--- src/hdl/qspg_pkg.sv ---
// ----------------------------------------------------------------------------
// qspg_pkg
// Shared types and constants of the queued step pulse generator.
// ----------------------------------------------------------------------------
package qspg_pkg;

  localparam int KIND_W     = 2;
  localparam int AXIS_IN_W  = 2;
  localparam int INTERVAL_W = 31;
  localparam int COUNT_W    = 16;
  localparam int CHANGE_W   = 32;
  localparam int TIME_W     = 32;
  localparam int QDEPTH_W   = 6;
  localparam int TOTAL_W    = 32;

  localparam logic [KIND_W-1:0] KIND_PUSH    = 2'd0;
  localparam logic [KIND_W-1:0] KIND_SERVICE = 2'd1;
  localparam logic [KIND_W-1:0] KIND_CLEAR   = 2'd2;

  localparam logic [INTERVAL_W-1:0] INTERVAL_MAX = 31'h7FFF_FFFF;
  localparam logic [INTERVAL_W-1:0] INTERVAL_MIN = 31'd1;

  typedef struct packed {
    logic [INTERVAL_W-1:0]      interval;
    logic [COUNT_W-1:0]         count;
    logic signed [CHANGE_W-1:0] change;
  } chunk_t;

  typedef struct packed {
    logic capture;
    logic execute;
  } ctl_t;

endpackage

--- src/hdl/qspg_controller.sv ---
// ----------------------------------------------------------------------------
// qspg_controller
// Sequences one word at a time: capture on the input side, execute once the
// result register is free, and hold the output valid until it is taken.
// ----------------------------------------------------------------------------
module qspg_controller
  import qspg_pkg::*;
(
  input  logic clk,
  input  logic rst,
  input  logic in_valid,
  output logic in_stall,
  output logic out_valid,
  input  logic out_stall,
  output ctl_t ctl
);

  typedef enum logic [1:0] {
    ST_IDLE = 2'b01,
    ST_EXEC = 2'b10
  } state_t;

  state_t state;
  state_t state_next;
  logic   out_valid_next;

  always_comb begin
    ctl.capture = in_valid && (state == ST_IDLE);
    ctl.execute = (state == ST_EXEC) && (!out_valid || !out_stall);
    in_stall    = !(state == ST_IDLE);
  end

  always_comb begin
    state_next = state;
    case (state)
      ST_IDLE: begin
        if (ctl.capture) begin
          state_next = ST_EXEC;
        end
      end
      ST_EXEC: begin
        if (ctl.execute) begin
          state_next = ST_IDLE;
        end
      end
      default: begin
        state_next = ST_IDLE;
      end
    endcase
  end

  always_comb begin
    out_valid_next = out_valid && out_stall;
    if (ctl.execute) begin
      out_valid_next = 1'b1;
    end
  end

  always_ff @(posedge clk) begin
    if (rst) begin
      state     <= ST_IDLE;
      out_valid <= 1'b0;
    end else begin
      state     <= state_next;
      out_valid <= out_valid_next;
    end
  end

endmodule

--- config.mk ---
export PLATFORM = sky130hd
export DESIGN_NAME = qspg_controller
export DESIGN_NICKNAME = d
export VERILOG_FILES = /design/src/hdl/qspg_pkg.sv /design/src/hdl/qspg_controller.sv
export SDC_FILE = /design/constraint.sdc
export NUM_CORES = 1
export LEC_CHECK = 0
export BUFFER_PORTS_ARGS = -buffer_cell sky130_fd_sc_hd__buf_2
export CORE_AREA = 2 2 39 41
export DETAILED_ROUTE_END_ITERATION = 16
export DIE_AREA = 0 0 41 43
export PLACE_DENSITY = 0.35
export SLEW_MARGIN = 20
export SYNTH_ARGS = -nofsm -noshare
export SYNTH_HDL_FRONTEND = slang
export SYNTH_SLANG_ARGS = --single-unit
--- constraint.sdc ---
create_clock -name clk -period 1.55 [get_ports clk]
set_input_delay 0.2325 -clock clk [delete_from_list [all_inputs] [get_ports clk]]
set_output_delay 0.2325 -clock clk [all_outputs]
set_load 0.05 [all_outputs]
==> impl_metrics.env <==
export IMPL_run_status="completed"
export IMPL_synth_top_area_share=0.500
export IMPL_ys_seq_elements=3
export IMPL_cpLargestDelayFamily="flip-flops"
export IMPL_syn_area_sq_um=120
export IMPL_post_cts_resized=0
export IMPL_slew_headroom=0.832
export IMPL_max_freq_ghz=0.759
export IMPL_critPathArrivalTime_ns=1.08
export IMPL_insertion_delay_ns=0.23
export IMPL_clkTransAtPathRegs_ns=0.04
export IMPL_yosys_area_top_type="dfxtp_1"
export IMPL_ctsHoldBuffers=0
export IMPL_final_setup_viol_count=0
export IMPL_hold_path_depth=2
export IMPL_rows=14
export IMPL_cts_buffers_inserted=3
export IMPL_ant_nets=0
export IMPL_drc_errors=0
export IMPL_drt_initial_drc_count=3
export IMPL_critPathCaptureType="primary output"
export IMPL_grt_overflow=0
export IMPL_worst_pin_slew_ns=0.253
export IMPL_worstReg2RegStart="state[1]$_SDFFE_PP0P_"
export IMPL_num_antenna_cells=0
export IMPL_start_util=0.0868
export IMPL_num_vias=130
export IMPL_crit_chain="nand2b_1 -> a21oi_2 -> buf_2"
export IMPL_clock_root_buffer="clkbuf_4"
export IMPL_start_kind="flop"
export IMPL_path_class="flop to primary output"
export IMPL_syn_area_per_cell_sq_um=9.24
export IMPL_critical_path_depth=3
export IMPL_total_power_uw=259
export IMPL_gp_congestion=0.460
export IMPL_cpMaxStageDelayCell="dfxtp_1"
export IMPL_fin_tns_setup_ns=0
export IMPL_wl_um=303
export IMPL_syn_nets=17
export IMPL_firstDrtPassIters=4
export IMPL_fin_skew_ns=0.00167
export IMPL_grt_max_degree=5
export IMPL_min_from="rst"
export IMPL_grt_pass1_wl_um=538
export IMPL_grt_antenna_before_repair=0
export IMPL_synthesis_instances=13
export IMPL_htreeDepth=1
export IMPL_drive_gt1_frac=0.458
export IMPL_power_density_mw_per_mm2=1260
export IMPL_grt_pass1_vias=144
export IMPL_nets=29
export IMPL_maxCapViolCount=0
export IMPL_min_delay_worst_endpoint="state[1]$_SDFFE_PP0P_"
export IMPL_synth_area_leaders="dfxtp_1 50%, a21oi_1 13%, nand4b_1 7.3%"
export IMPL_area_growth_pct=70.8
export IMPL_rsz0062_at_grt="no"
export IMPL_cts_sinks=3
export IMPL_vdd_drop_max_mv=0.233
export IMPL_cp_buffers_inverters=1
export IMPL_worstPathMaxFanout=4
export IMPL_finalMaxSlewViolations=0
export IMPL_fillers=159
export IMPL_hold_viol_final=0
export IMPL_synth_cell_types=9
export IMPL_ys_warn_count=0
export IMPL_hold_path_class="input pin to flop"
export IMPL_rr_worst_depth=2
export IMPL_die_h_um=43
export IMPL_post_route_period_util=0.850
export IMPL_io_buffer_count=7
export IMPL_clock_path_buffers=2
export IMPL_period_needed_ns=1.32
export IMPL_power_leakage_nw=0.0988
export IMPL_postCtsSetupBuffers=0
export IMPL_die_w_um=41
export IMPL_cts_tree="built"
export IMPL_rr_endpoint="state[0]$_SDFFE_PP1P_"
export IMPL_vias_per_cell=3.25
export IMPL_wl_per_cell_um=7.58
export IMPL_post_dp_hpwl_um=232
export IMPL_coreArea_sq_mm=0.00138
export IMPL_synth_yosys_seq_area_share=0.500
export IMPL_grtUsageTotal=0.0542
export IMPL_r2r_setup_slack_ns=0.73
export IMPL_dieArea_sq_mm=0.00176
export IMPL_io_pins=8
export IMPL_cpPeakStageDelay_ns=0.32
export IMPL_crit_required_ns=1.32
## report_power, final
group | switching, mW | leakage, nW | internal (mW)
Sequential | 0.00302 | 0.0246 | 0.0815
Clock | 0.0370 | 0.0150 | 0.0962
Combinational | 0.0295 | 0.0592 | 0.0122
Total | 0.0695 | 0.0988 | 0.190
## worst max-delay path by stage
stage                                startpoint      to
after floorplan            out_valid$_SDFF_PP0_  ctl[0]
after global placement    state[0]$_SDFFE_PP1P_  ctl[0]
after detailed placement  state[1]$_SDFFE_PP0P_  ctl[1]
after CTS                 state[0]$_SDFFE_PP1P_  ctl[0]
after global routing      state[1]$_SDFFE_PP0P_  ctl[1]
final                     state[0]$_SDFFE_PP1P_  ctl[0]
## per-stage QoR
| stage | worst slack (ns) | hold slack, ns | utilization | instance area (sq um) | instances |
|---|---|---|---|---|---|
| after floorplan | 0.274 | 0.302 | - | 124 | 13 |
| after global placement | 0.491 | 0.425 | 0.129 | 179 | 36 |
| after detailed placement | 0.472 | 0.431 | 0.129 | 179 | 36 |
| after CTS | 0.218 | 0.186 | 0.148 | 205 | 40 |
| after global routing | 0.164 | 0.190 | 0.148 | 205 | 40 |
| final | 0.233 | 0.192 | 0.148 | 205 | 40 |
## Yosys cell counts
library cell  instances
or2b_1                1
nand3b_1              1
a21oi_1               3
dfxtp_1               3
nand2_1               1
inv_1                 1
nand2b_1              1
a21o_1                1
nand4b_1              1
## layer usage
metal	global-route usage	up-vias	part of all wire
met5	0	-	0
li1	-	69	-
met4	0.0600	0	0.020
met2	0.0563	8	0.31
met3	0.0681	2	0.22
met1	0.0449	51	0.45
## state kept, by name, indices dropped and copies added, names as in the netlist
name	count
state	2
out_valid	1
## logic make-up after synthesis
logic type / count (synthesis) / share of synthesized area
AO/OA/AOI/OAI: 4 / 0.187
buffers and inverters: 1 / 0.0312
flip-flops: 3 / 0.500
AND/OR/NAND/NOR: 5 / 0.281
## area by class of cell
class / count / area [sq um] / area share
clock buffers: 4 / 26.3 / 0.128
repair buffers: 7 / 35.0 / 0.171
well taps: 16 / 20.0 / 0.0976
multi-input cells: 9 / 60.1 / 0.293
flip-flops and latches: 3 / 60.1 / 0.293
inverters: 1 / 3.75 / 0.0183
## placed cells by master, fill, tap and decap left out
master,instances
nand4b_1,1
or2b_1,1
inv_1,1
a21o_1,1
dfxtp_1,3
a21oi_1,2
a21oi_2,1
nand3b_1,1
buf_2,7
clkbuf_4,3
clkbuf_1,1
nand2_1,1
nand2b_1,1
## worst register-to-register path, stage by stage (launching register included)
cell and delay, ns:
dfxtp_1 0.32, nand3b_1 0.21, a21o_1 0.18
No activity file was read; power rests on OpenSTA's default activity.
